===== src/design/quadrature_detent_decoder_macros.svh =====
// ----------------------------------------------------------------------------
// Quadrature detent decoder assertion macros
// Shared concurrent assertion forms; expect clk and arst_n in scope.
// ----------------------------------------------------------------------------
`ifndef QUADRATURE_DETENT_DECODER_MACROS_SVH
`define QUADRATURE_DETENT_DECODER_MACROS_SVH

// same-cycle implication
`define QDD_ASSERT_IMPL(label, ante, cons, msg) \
	label: assert property (@(posedge clk) disable iff (!arst_n) (ante) |-> (cons)) \
		else $error(msg);

// next-cycle implication
`define QDD_ASSERT_NEXT(label, ante, cons, msg) \
	label: assert property (@(posedge clk) disable iff (!arst_n) (ante) |=> (cons)) \
		else $error(msg);

`endif


===== src/design/qdd_pkg.sv =====
// ----------------------------------------------------------------------------
// qdd_pkg
// Types, register indexes and phase helpers for the detent decoder.
// ----------------------------------------------------------------------------
`default_nettype none

package qdd_pkg;

	localparam int unsigned CFG_IDX_W = 2;
	localparam int unsigned CFG_DATA_W = 8;

	localparam logic [CFG_IDX_W-1:0] REG_SAMPLE_SKIP = 2'd0;
	localparam logic [CFG_IDX_W-1:0] REG_STEPS_PER_DETENT = 2'd1;

	localparam logic [7:0] SAMPLE_SKIP_RESET = 8'd3;
	localparam logic [3:0] STEPS_PER_DETENT_RESET = 4'd4;

	localparam logic [2:0] PHASE_NONE = 3'd0;
	localparam logic [2:0] PHASE_DETENT = 3'd1;

	typedef struct packed {
		logic       fwd;
		logic       rev;
		logic [2:0] phase;
	} result_t;

	// AB = 11 -> 1, 01 -> 2, 00 -> 3, 10 -> 4
	function automatic logic [2:0] pins_to_phase(input logic a, input logic b);
		logic [2:0] p;
		if (a) begin
			p = b ? 3'd1 : 3'd4;
		end else begin
			p = b ? 3'd2 : 3'd3;
		end
		return p;
	endfunction

	// 1->2 ... 4->1
	function automatic logic [2:0] phase_next(input logic [2:0] p);
		return {1'b0, p[1:0]} + 3'd1;
	endfunction

	// 1->4 ... 4->3
	function automatic logic [2:0] phase_prev(input logic [2:0] p);
		logic [1:0] t;
		t = p[1:0] + 2'd2;
		return {1'b0, t} + 3'd1;
	endfunction

endpackage

`default_nettype wire


===== src/design/qdd_core.sv =====
// ----------------------------------------------------------------------------
// qdd_core
// Prescaler, debounce, phase tracking and detent counters; one tick per cycle while accept is high.
// ----------------------------------------------------------------------------
`default_nettype none
`include "quadrature_detent_decoder_macros.svh"

module qdd_core
	import qdd_pkg::*;
(
	input  wire logic                 clk,
	input  wire logic                 arst_n,
	input  wire logic                 cfg_we,
	input  wire logic [CFG_IDX_W-1:0] cfg_index,
	input  wire logic [CFG_DATA_W-1:0] cfg_wdata,
	input  wire logic                 accept,
	input  wire logic                 pin_a,
	input  wire logic                 pin_b,
	output result_t                   res
);

	logic [7:0] sample_skip_q;
	logic [3:0] steps_per_detent_q;
	logic [7:0] tick_q;
	logic [2:0] prev_sample_q;
	logic [2:0] phase_q;
	logic       seeded_q;
	logic [7:0] fwd_steps_q;
	logic [7:0] rev_steps_q;

	logic [7:0] tick_d;
	logic [2:0] prev_sample_d;
	logic [2:0] phase_d;
	logic       seeded_d;
	logic [7:0] fwd_steps_d;
	logic [7:0] rev_steps_d;

	logic       sample;
	logic       stable;
	logic [2:0] s;
	logic [2:0] cur;
	logic       fwd_hit;
	logic       rev_hit;
	logic       step_fwd;
	logic       step_rev;
	logic [7:0] fwd_base;
	logic [7:0] rev_base;

	always_comb begin
		sample   = tick_q >= sample_skip_q;
		s        = pins_to_phase(pin_a, pin_b);
		stable   = sample && (s == prev_sample_q);
		cur      = seeded_q ? phase_q : s;
		fwd_hit  = stable && (cur == PHASE_DETENT) && (fwd_steps_q >= {4'd0, steps_per_detent_q});
		rev_hit  = stable && (cur == PHASE_DETENT) && (rev_steps_q >= {4'd0, steps_per_detent_q});
		step_fwd = stable && (cur != PHASE_NONE) && (s == phase_next(cur));
		step_rev = stable && (cur != PHASE_NONE) && !step_fwd && (s == phase_prev(cur));
		fwd_base = fwd_hit ? 8'd0 : fwd_steps_q;
		rev_base = rev_hit ? 8'd0 : rev_steps_q;

		tick_d        = sample ? 8'd0 : tick_q + 8'd1;
		prev_sample_d = sample ? s : prev_sample_q;
		seeded_d      = seeded_q | stable;
		phase_d       = stable ? ((step_fwd || step_rev) ? s : cur) : phase_q;
		fwd_steps_d   = fwd_base + {7'd0, step_fwd};
		rev_steps_d   = rev_base + {7'd0, step_rev};

		res.fwd   = fwd_hit;
		res.rev   = rev_hit;
		res.phase = phase_d;
	end

	always_ff @(posedge clk or negedge arst_n) begin
		if (!arst_n) begin
			sample_skip_q      <= SAMPLE_SKIP_RESET;
			steps_per_detent_q <= STEPS_PER_DETENT_RESET;
		end else if (cfg_we) begin
			case (cfg_index)
				REG_SAMPLE_SKIP:      sample_skip_q <= cfg_wdata;
				REG_STEPS_PER_DETENT: steps_per_detent_q <= cfg_wdata[3:0];
				default: ;
			endcase
		end
	end

	always_ff @(posedge clk or negedge arst_n) begin
		if (!arst_n) begin
			tick_q        <= '0;
			prev_sample_q <= PHASE_NONE;
			phase_q       <= PHASE_NONE;
			seeded_q      <= 1'b0;
			fwd_steps_q   <= '0;
			rev_steps_q   <= '0;
		end else if (accept) begin
			tick_q        <= tick_d;
			prev_sample_q <= prev_sample_d;
			phase_q       <= phase_d;
			seeded_q      <= seeded_d;
			fwd_steps_q   <= fwd_steps_d;
			rev_steps_q   <= rev_steps_d;
		end
	end

	`QDD_ASSERT_IMPL(a_unseeded_phase, !seeded_q, phase_q == PHASE_NONE, "phase set before seeding")
	`QDD_ASSERT_IMPL(a_seeded_phase, seeded_q, phase_q != PHASE_NONE && phase_q <= 3'd4, "tracked phase out of range")
	`QDD_ASSERT_NEXT(a_detent_on_sample, accept && (res.fwd || res.rev), tick_q == 8'd0, "detent without a sample")

endmodule

`default_nettype wire


===== src/design/qdd_out_buf.sv =====
// ----------------------------------------------------------------------------
// qdd_out_buf
// Result register plus skid entry; decouples input ready from output ready.
// ----------------------------------------------------------------------------
`default_nettype none
`include "quadrature_detent_decoder_macros.svh"

module qdd_out_buf
	import qdd_pkg::*;
(
	input  wire logic    clk,
	input  wire logic    arst_n,
	input  wire logic    push,
	input  wire result_t push_data,
	output logic         can_push,
	output logic         out_valid,
	input  wire logic    out_ready,
	output result_t      out_data
);

	logic    main_valid_q;
	logic    skid_valid_q;
	result_t main_data_q;
	result_t skid_data_q;
	logic    pop;

	assign pop       = main_valid_q && out_ready;
	assign can_push  = !skid_valid_q;
	assign out_valid = main_valid_q;
	assign out_data  = main_data_q;

	always_ff @(posedge clk or negedge arst_n) begin
		if (!arst_n) begin
			main_valid_q <= 1'b0;
			skid_valid_q <= 1'b0;
		end else if (pop) begin
			if (skid_valid_q) begin
				skid_valid_q <= push;
			end else begin
				main_valid_q <= push;
			end
		end else if (!main_valid_q) begin
			main_valid_q <= push;
		end else if (push) begin
			skid_valid_q <= 1'b1;
		end
	end

	always_ff @(posedge clk) begin
		if (pop) begin
			if (skid_valid_q) begin
				main_data_q <= skid_data_q;
				skid_data_q <= push_data;
			end else begin
				main_data_q <= push_data;
			end
		end else if (!main_valid_q) begin
			main_data_q <= push_data;
		end else if (push) begin
			skid_data_q <= push_data;
		end
	end

	`QDD_ASSERT_IMPL(a_skid_implies_main, skid_valid_q, main_valid_q, "skid holds item with empty result register")
	`QDD_ASSERT_NEXT(a_skid_holds, skid_valid_q && !pop, skid_valid_q && $stable(skid_data_q), "skid item lost")
	`QDD_ASSERT_NEXT(a_main_holds, main_valid_q && !pop, main_valid_q && $stable(main_data_q), "result changed while waiting")

endmodule

`default_nettype wire


===== src/design/quadrature_detent_decoder.sv =====
// ----------------------------------------------------------------------------
// quadrature_detent_decoder
// Rotary encoder decoder with prescaled sampling, debounce and detent flags.
// ----------------------------------------------------------------------------
// Each input item is one tick with the A/B pin levels. Every (sample_skip+1)th
// tick samples the pins, maps AB = 11/01/00/10 to phase 1..4 and keeps it only
// if it matches the previous sample. The first kept sample seeds the tracked
// phase; adjacent moves count forward or reverse steps, other jumps are
// dropped. When a kept sample finds the tracked phase at 1, a step counter at
// or above steps_per_detent clears and raises its one-tick detent flag. Every
// tick yields exactly one result item. Throughput is one item per clock while
// the skid entry is free: the state update is a single pass of logic between
// the tick state registers and a result register, and a one-entry skid lets
// one more item in after the output stalls. An accepted item is registered
// into the result register, or into the skid while it is held. Configuration:
// index 0 = sample_skip (8 bits, reset 3), index 1 = steps_per_detent (low 4
// bits, reset 4); other indexes are ignored. Write config only while idle.
// ----------------------------------------------------------------------------
`default_nettype none

module quadrature_detent_decoder
	import qdd_pkg::*;
(
	input  wire logic                  clk,
	input  wire logic                  arst_n,
	input  wire logic                  cfg_we,
	input  wire logic [CFG_IDX_W-1:0]  cfg_index,
	input  wire logic [CFG_DATA_W-1:0] cfg_wdata,
	input  wire logic                  in_valid,
	output logic                       in_ready,
	input  wire logic                  pin_a,
	input  wire logic                  pin_b,
	output logic                       out_valid,
	input  wire logic                  out_ready,
	output logic                       forward_detent,
	output logic                       reverse_detent,
	output logic [2:0]                 tracked_phase
);

	logic    accept;
	result_t core_res;
	result_t out_data;

	// item enters when the skid entry is free
	assign accept = in_valid && in_ready;

	qdd_core u_core (
		.clk       (clk),
		.arst_n    (arst_n),
		.cfg_we    (cfg_we),
		.cfg_index (cfg_index),
		.cfg_wdata (cfg_wdata),
		.accept    (accept),
		.pin_a     (pin_a),
		.pin_b     (pin_b),
		.res       (core_res)
	);

	qdd_out_buf u_out_buf (
		.clk       (clk),
		.arst_n    (arst_n),
		.push      (accept),
		.push_data (core_res),
		.can_push  (in_ready),
		.out_valid (out_valid),
		.out_ready (out_ready),
		.out_data  (out_data)
	);

	assign forward_detent = out_data.fwd;
	assign reverse_detent = out_data.rev;
	assign tracked_phase  = out_data.phase;

endmodule

`default_nettype wire


===== config.mk =====
export PLATFORM = sky130hd
export DESIGN_NAME = quadrature_detent_decoder
export DESIGN_NICKNAME = d
export VERILOG_FILES = /design/src/design/qdd_pkg.sv /design/src/design/qdd_core.sv /design/src/design/qdd_out_buf.sv /design/src/design/quadrature_detent_decoder.sv
export VERILOG_INCLUDE_DIRS = /design/src /design/src/design
export SDC_FILE = /design/constraint.sdc
export NUM_CORES = 1
export LEC_CHECK = 0
export ABC_AREA = 1
export BUFFER_PORTS_ARGS = -buffer_cell sky130_fd_sc_hd__buf_2
export CAP_MARGIN = 20
export CORE_ASPECT_RATIO = 1.4
export CORE_UTILIZATION = 56
export CTS_BUF_LIST = sky130_fd_sc_hd__clkbuf_2 sky130_fd_sc_hd__clkbuf_4 sky130_fd_sc_hd__clkbuf_8
export CTS_CLUSTER_DIAMETER = 150
export DETAILED_ROUTE_END_ITERATION = 8
export PLACE_DENSITY = 0.77
export SLEW_MARGIN = 25
export SYNTH_ARGS = -nofsm -noshare
export SYNTH_HDL_FRONTEND = slang
export SYNTH_SLANG_ARGS = --single-unit

===== constraint.sdc =====
create_clock -name clk -period 2.2 [get_ports clk]
set_input_delay 0.33 -clock clk [delete_from_list [all_inputs] [get_ports clk]]
set_output_delay 0.33 -clock clk [all_outputs]
set_load 0.01 [all_outputs]

Yosys cells after proc, flatten, opt, wreduce, memory -nomap -nowiden. Index checks and enable logic that the tools add are counted.

$mul: 0. Order comparisons: 3. Bitwise logic cells: 1. Equal/unequal tests: 8. Shift operators: 0. $add $sub $neg: 6. Reductions and logical operators: 22. Div/mod/pow operators: 0. Mux-type cells: 23.

Operators by type and width (number): $mux 5 (7); $mux 8 (3); $add 8x1->8 (2); $ge 8x4->1 (2); $mux 3 (5); $logic_and 1x1->1 (10); $eq 3x3->1 (3); $add 8x1->8 const B (1); $ge 8x8->1 (1); $mux 1 (8); $reduce_and 2->1 (4); $add 2x1->3 const B (2); $ne 2x2->1 const B (2); $reduce_bool 2->1 (2); $eq 3x1->1 const B (1); $reduce_and 3->1 (1); $reduce_bool 3->1 (1); $add 2x2->2 const B (1); $eq 2x1->1 const B (1); $logic_not 1->1 (2); $logic_not 2->1 (1); $ne 2x1->1 const B (1); $logic_or 1x1->1 (1); $or 1x1->1 (1).

Memories kept: 0. Input port bits: 17. Output and inout bits: 7. Logic and storage cells: 79. Register bits after elaboration: 55. RAM bits: 0. ROM bits: 0. Latch bits: 0.

Longest topological paths before layout. Gate-level depths: netlist of the first run.

Depth after elaboration: 15. Depth in mapped cells: 22.

Cells and area by module. A second synthesis of the first run with hierarchy kept.

Cell total of the unflattened synthesis: 429. Area total of the unflattened synthesis: 3353.2 um^2.

By module, submodules not included: qdd_core (cells each 387, area each 2872.8 um^2, times used 1); qdd_out_buf (cells each 40, area each 473.0 um^2, times used 1); quadrature_detent_decoder (cells each 2, area each 7.5 um^2, times used 1).

Worst setup path after synthesis of the first run. Ideal clock, no wire load.

Path type: input to register. Start point: input pin_b. End point: register u_core.rev_steps_q[6]. Stages: 15. Setup slack: -381 ps. Required time: 2121 ps. Path buffers: 0. Setup time: 79 ps. Data arrival time: 2502 ps. Path through: inv_1 ha_1 o21ai_0 inv_1 ha_1 inv_1 nor2_1 nor3_1 nand4_1 inv_1 ha_1 ha_1 nand2_1 nor3_1 xor2_1.

Longest elaborated chain between the ends: 10.

Ends and longest elaborated chain: start: declaration (RTL line quadrature_detent_decoder.sv:32) `input wire logic pin_b,`; $mux 1 / $mux 3 (equally long branches) (RTL line qdd_pkg.sv:33, qdd_pkg.sv:31); $mux 3 (*) (RTL line qdd_pkg.sv:30) `if (a) begin`; net u_core.s[0] (RTL line qdd_core.sv:40) `logic [2:0] s;`; parallel branches: the longest is 7 deep, another holds $add 2x1->3; $add 8x1->8 (*) (RTL line qdd_core.sv:66) `rev_steps_d = rev_base + {7'd0, step_rev};`; end signal: assignment (RTL line qdd_core.sv:100) `rev_steps_q <= rev_steps_d;`; end: declaration (RTL line qdd_core.sv:29) `logic [7:0] rev_steps_q;`.

Mark *: on every way through the listed nets, which the timed path passes. A chain may end at the register's enable or synchronous reset.

Worst setup path after layout of the first run.
Start point: register u_core.tick_q[5]. End point: register u_core.fwd_steps_q[7].

Longest elaborated chain between the ends: 6.

Ends and longest elaborated chain: start: declaration (RTL line qdd_core.sv:24) `logic [7:0] tick_q;`; start signal: assignment (RTL line qdd_core.sv:95) `tick_q <= tick_d;`; $ge 8x8->1 (*) (RTL line qdd_core.sv:50) `sample = tick_q >= sample_skip_q;`; $logic_and 1x1->1 (*) (RTL line qdd_core.sv:52) `stable = sample && (s == prev_sample_q);`; $logic_and 1x1->1 (2 in series) (RTL line qdd_core.sv:54) `fwd_hit = stable && (cur == PHASE_DETENT) && (fwd_steps_q >= {4'd0, steps_per_detent_q});`; $mux 8 (RTL line qdd_core.sv:58) `fwd_base = fwd_hit ? 8'd0 : fwd_steps_q;`; $add 8x1->8 (*) (RTL line qdd_core.sv:65) `fwd_steps_d = fwd_base + {7'd0, step_fwd};`; end signal: assignment (RTL line qdd_core.sv:99) `fwd_steps_q <= fwd_steps_d;`; end: declaration (RTL line qdd_core.sv:28) `logic [7:0] fwd_steps_q;`.

Every way passes the cells marked *; elsewhere a longest branch is shown, timed or not.

==> results of run 1 <==
worst max-delay path, stage by stage, from the launching register on:
cell,delay (ns)
dfrtp_1,0.42
ha_1,0.33
nand2_1,0.08
nor2_2,0.10
nand4_1,0.19
nand3_4,0.19
nand2_2,0.08
nor4_2,0.15
ha_2,0.25
nand2_1,0.06
inv_1,0.08
nand3_2,0.12
nor2_4,0.13
nand3_1,0.08
nand2_1,0.07
inv_1,0.03
metal layers:
| metal | up-vias | wire (µm) | track usage (%) |
|---|---|---|---|
| li1 | 1448 | - | - |
| met1 | 1332 | 2960 | 30.1 |
| met2 | 49 | 4030 | 45.0 |
| met3 | 14 | 208 | 4.06 |
| met4 | 0 | 133 | 8.87 |
| met5 | - | 0 | 0 |
final cells by class:
cell class,count,area share (%)
sequential,55,34.2
tap,68,2.03
timing repair buffer,72,12.4
clock inverter,1,0.120
clock buffer,7,2.00
inverter,71,6.43
multi-input combinational,281,42.7
Yosys cell counts (3+ instances only):
| cell | n |
|---|---|
| a21oi_1 | 13 |
| buf_6 | 3 |
| clkbuf_1 | 3 |
| dfrtp_1 | 42 |
| dfstp_2 | 3 |
| edfxtp_1 | 10 |
| ha_1 | 25 |
| inv_1 | 70 |
| nand2_1 | 116 |
| nand2_2 | 3 |
| nand3_1 | 21 |
| nand3b_1 | 3 |
| nand4_1 | 9 |
| nor2_1 | 40 |
| nor3_1 | 3 |
| o21ai_0 | 22 |
| o21ai_2 | 4 |
| o21bai_1 | 3 |
| xor2_1 | 10 |
worst max path at each step:
stage	cells after the start	to
floorplan	15	u_core.rev_steps_q[5]
detailed placement	15	u_core.fwd_steps_q[7]
CTS	14	u_core.fwd_steps_q[7]
finish	15	u_core.fwd_steps_q[7]
global route	17	u_core.fwd_steps_q[7]
global placement	15	u_core.fwd_steps_q[7]
repair_timing:
action / in CTS / in global routing
hold endpoints to repair: 16 / 0
setup endpoints to repair: 17 / 25
hold buffers: 1 / 0
gates resized for setup: 28 / 25
pin swaps: 15 / 21
buffers inserted: 8 / 7
sequential cells by signal (all words and copies together) (netlist names):
register	flops
u_core.fwd_steps_q	8
u_core.phase_q	3
u_core.prev_sample_q	3
u_core.rev_steps_q	8
u_core.sample_skip_q	8
u_core.seeded_q	1
u_core.steps_per_detent_q	4
u_core.tick_q	8
u_out_buf.out_data	5
u_out_buf.out_valid	1
u_out_buf.skid_data_q	5
u_out_buf.skid_valid_q	1
stage by stage:
| step | instances | TNS (ns) | hold slack (ns) | total power [µW] |
|---|---|---|---|---|
| after floorplan | 414 | -0.903 | 0.0344 | 1300 |
| after global placement | 532 | -4.73 | 0.310 | 1410 |
| after detailed placement | 532 | -5.40 | 0.321 | 1430 |
| after CTS | 549 | -1.02 | 0.242 | 2030 |
| after global routing | 555 | -5.06 | 0.244 | 2170 |
| final | 555 | -2.08 | 0.251 | 2070 |
where the power goes:
group / switching [µW] / total, µW / internal, µW
Clock: 325 / 574 / 249
Sequential: 18.7 / 1100 / 1080
Combinational: 213 / 397 / 184
cell families after synthesis:
group	count (synthesis)	synth area share, %
compound gates	44	7.56
xor+xnor	11	2.94
fa+ha+maj	25	9.55
buf+inv	78	9.66
flops	55	43.6
simple gates	201	26.7
==> metrics.txt, run 1 <==
Data required, critical path=2.41 ns; FF+latch area=1430 µm²; first-pass GRT wire length=about 12000 µm; max-slew violation count=0; worst r2r src=u_core.tick_q[5]; maximum VDD drop=about 350 µV; Clock Pin Slew Worst Setup and Hold Paths=0.09 ns; CTS HTree Levels=2; most frequent cells in the layout=nand2_1, inv_1, buf_4; Max clock buf depth=2; # fillers=392; Post-synth EDFFs=10; clock latency on the worst-skew pair=0.31 ns; final wirelength=approximately 7300 µm; Startpoint Class=flop; Final Hold Vio Count=0; Max Cap Viol=0; multi-input logic area=roughly 1800 µm²; min-delay worst type=in -> reg; Finish-stage setup viols=16; chip width=66.7 µm; Synth area leaders=dfrtp_1, nand2_1, ha_1; cell area after synthesis=around 3300 µm²; Util after Layout=75.2%; initial DRC count=about 170; outcome=finished with violations; critical path arrival=between 2 and 3 ns; synthesis-to-layout area growth=27.6%; Global Route Usage Sum=between 20% and 30%; Hold Crit Start=cfg_wdata[2]; period utilization=110%; DRT Pass-1 Iters=4; vias per cell=5.12; leading area contributor after synthesis=dfrtp_1; fraction of registers with async set/reset=between 80% and 90%; Crit Path Category=reg -> reg; Rows=32; core area=around 5600 µm²; syn_nets=around 460; Starting Density=58.9%; GR Overflow Total=0; PortBufs=23; share of Yosys cell area claimed by the top area cell type=about 32%; clk_skew=~0.012 ns; violated checks=negative setup slack; CTS Buf Count=5; critical-path maximum fanout=6; Placer Congestion=approximately 0.77; slew margin rel.=67.7%; Die Span Y=around 90 µm; RSZ-0062 raised after global routing=yes; antenna diode count=0; Yosys warning count=0; hold path depth=3; syn avg cell area=between 7 and 8 µm²; layout cells sized above 1=just under 30%; post-synthesis register bit count=55; Main synth FF type=dfrtp_1; DR DRC count=0; Hold Path Sink=u_core.steps_per_detent_q[2]; Static Leak=0.00228 µW; IO Count=24; wire per inst=between 10 and 15 µm; pin count of the biggest net entering global routing=29; Setup crit start=u_core.tick_q[5]; Syn Inst Count=between 400 and 500; leading cell type in the layout, fill and taps excluded=nand2_1; count of different cell masters after synthesis=30; initial antenna violation count=0; CP Capture Type=flop; Reg2Reg Depth=15; fin crit period=approximately 2.4 ns; Reg2Reg Setup Slack=-0.22 ns; register area share after synthesis=a little over two fifths; Post-Place Setup Slack=-0.402 ns; routed vias=2843; vias in the first global route=2777; Power Density=roughly 490 nW/µm²; ANT nets after route=0; placed inst area=around 3800 µm²; Reg-to-Reg End=u_core.fwd_steps_q[7]; Final HPWL DP=a little under 5000 µm; Least-Margin Pin Slew=about 0.49 ns; Final #Nets=528; CTS tree=built; post-route cell area=between 4000 and 5000 µm²; fmax=413 MHz; Die Area=about 6200 µm²; Setup WS post-layout=-0.222 ns; CTS root buf=clkbuf_8; Num Clock Sinks=55
Note: power is estimated with default switching activity, not from simulation.
==> run 2, diff against run 1 <==
--- a/config.mk
+++ b/config.mk
@@ -9,7 +9,7 @@
 export ABC_AREA = 1
 export BUFFER_PORTS_ARGS = -buffer_cell sky130_fd_sc_hd__buf_2
 export CAP_MARGIN = 20
-export CORE_ASPECT_RATIO = 1.4
+export CORE_ASPECT_RATIO = 0.75
 export CORE_UTILIZATION = 56
 export CTS_BUF_LIST = sky130_fd_sc_hd__clkbuf_2 sky130_fd_sc_hd__clkbuf_4 sky130_fd_sc_hd__clkbuf_8
 export CTS_CLUSTER_DIAMETER = 150
==> run 2 against run 1 <==
Compared with the run above:
- via count grew 5.7%
- first-iteration DRC count is 35% higher
- the run still ends with negative setup slack left
- largest cell class unchanged
- critical path type unchanged
- die area is essentially flat
- critical path depth is 1 higher
- core utilization is 4.2 points higher
==> metrics.txt, run 2 (synthesized netlist as in run 1, its figures left out) <==
outcome=finished with violations; violated checks=negative setup slack; Startpoint Class=flop; final hold slack=0.0544 ns (-0.196 ns); Global Route Usage Sum=26.0% (+0.66 points); worst r2r src=u_core.sample_skip_q[1]; ANT nets after route=0 (unchanged); period utilization=118% (+8.4 points); Max Cap Viol=0 (unchanged); Reg2Reg Depth=16 (+1); fin crit period=2.61 ns (+0.184 ns); met3 usage=3.89% (-0.18 points); critical-path maximum fanout=5 (-1); Die Span Y=68.2 µm (-26%); Starting Density=59.6% (+0.74 points); CP Capture Type=flop; Setup WS post-layout=-0.406 ns (-0.184 ns); Final Hold Vio Count=0 (unchanged); Reg2Reg Setup Slack=-0.41 ns (-0.18 ns); Num Clock Sinks=55 (unchanged); slew margin rel.=49.6% (-18 points); Clock Pin Slew Worst Setup and Hold Paths=0.12 ns (+0.03 ns); vias in the first global route=2821 (+1.6%); initial DRC count=227 (+35%); RSZ-0062 raised after global routing=yes; DR DRC count=0 (unchanged); leading cell type in the layout, fill and taps excluded=nand2_1; gr busiest metal=met2; layout cells sized above 1=34.1% (+4.9 points); final wirelength=8210 µm (+12%); antenna diode count=0 (unchanged); IO Count=24 (unchanged); Die Area=6160 µm² (about the same); initial antenna violation count=0 (unchanged); first-pass GRT wire length=12600 µm (+5.4%); vias per cell=5.26 (+2.7%); routed vias=3005 (+5.7%); met2 Use GR=46.9% (+1.8 points); pin count of the biggest net entering global routing=34 (+17%); placed inst area=3770 µm² (about the same); Least-Margin Pin Slew=0.756 ns (+0.271 ns); Finish-stage setup viols=24 (+8); core area=5500 µm² (-1.2%); max-slew violation count=0 (unchanged); clk_skew=0.0168 ns (+0.00437 ns); Data required, critical path=2.48 ns (+0.07 ns); maximum VDD drop=429 µV (+22%); Max clock buf depth=2 (unchanged); wire per inst=14.4 µm (+8.7%); Util after Layout=79.3% (+4.2 points); Final #Nets=537 (+1.7%); clock latency on the worst-skew pair=0.33 ns (+0.02 ns); Static Leak=0.00232 µW (+1.8%); post-route cell area=4360 µm² (+4.2%); Power Density=500 nW/µm² (+1.1%); chip width=90.3 µm (+36%); GR met1 Demand/Resource=33.3% (+3.2 points); Rows=23 (-28%); synthesis-to-layout area growth=33.0%; PortBufs=23 (unchanged); CTS tree=built; most frequent cells in the layout=nand2_1, inv_1, buf_4; Placer Congestion=0.840 (+9.2%); GR Overflow Total=0 (unchanged); Power Total=2180 µW (+5.4%); Final HPWL DP=5010 µm (+2.2%); CTS root buf=clkbuf_8; critical path arrival=2.88 ns (+0.24 ns); DRT Pass-1 Iters=4 (unchanged); Reg-to-Reg End=u_core.fwd_steps_q[4]; fmax=384 MHz (-7.1%); Crit Path Category=reg -> reg; min-delay worst type=in -> async; CTS Buf Count=5 (unchanged); CTS HTree Levels=2 (unchanged)
-- run 2: changes by cell type in the layout (fill, tap and decap cells not counted), sizes merged --
cell / previous run / this run
clkinvlp: 0 / 2
clkinv: 2 / 1
dlygate4sd3: 1 / 0
inv: 70 / 71
buf: 71 / 81
clkbuf: 7 / 5
-- run 2: worst max-delay path, stage by stage (launching register included) --
cell and delay, ns:
dfstp_2 0.56, inv_2 0.05, ha_4 0.26, nand2_2 0.04
nand2_1 0.05, nand2_1 0.05, nand2_1 0.08, nand2_2 0.08
nand3_4 0.12, nand2_4 0.07, nor4_4 0.29, ha_2 0.26
ha_4 0.14, nand4_1 0.16, o21ai_1 0.22, nand2_1 0.09
inv_1 0.06
-- run 2: layer usage --
metal  up-vias  share of wire (%)
li1       1466                  -
met1      1432                 45
met2        90                 49
met3        17                4.2
met4         0                2.0
met5         -                  0
-- run 2: stage by stage --
| step | instances | worst slack [ns] | TNS (ns) |
|---|---|---|---|
| 2_1_floorplan | 414 | -0.119 | -0.903 |
| 3_3_place_gp | 538 | -0.361 | -4.75 |
| 3_5_place_dp | 538 | -0.429 | -6.64 |
| 4_1_cts | 562 | -0.231 | -2.08 |
| 5_1_grt | 571 | -0.519 | -8.32 |
| 6_report | 571 | -0.406 | -5.61 |
-- run 2: worst max-delay path by stage --
stage / from / endpoint / slack (ns) / depth (start not counted)
final: u_core.sample_skip_q[1] / u_core.fwd_steps_q[4] / -0.41 / 16
after detailed placement: pin_a / u_core.rev_steps_q[5] / -0.43 / 17
after CTS: u_core.seeded_q / u_core.fwd_steps_q[7] / -0.23 / 14
after floorplan: pin_b / u_core.rev_steps_q[5] / -0.12 / 15
after global routing: u_core.tick_q[5] / u_core.fwd_steps_q[6] / -0.52 / 12
after global placement: pin_a / u_core.fwd_steps_q[7] / -0.36 / 15
-- run 2: final cells by class --
class	instances	area, µm²
Multi-Input combinational cell	281	1890
Sequential cell	55	1430
Fill cell	337	1140
Timing Repair Buffer	81	578
Inverter	71	272
Tap cell	75	93.8
Clock buffer	5	68.8
Clock inverter	3	23.8
-- run 2: report_power, final --
part	switching (µW)	total, µW	internal, µW
registers	19.1	1100	1080
logic	253	478	225
clock network	374	603	229
-- run 2: repair_timing --
action / CTS / global route
buffers inserted: 18 / 11
resized for setup: 33 / 43
endpoints found under the setup margin: 21 / 29
pin swaps: 19 / 22
hold buffers: 0 / 0
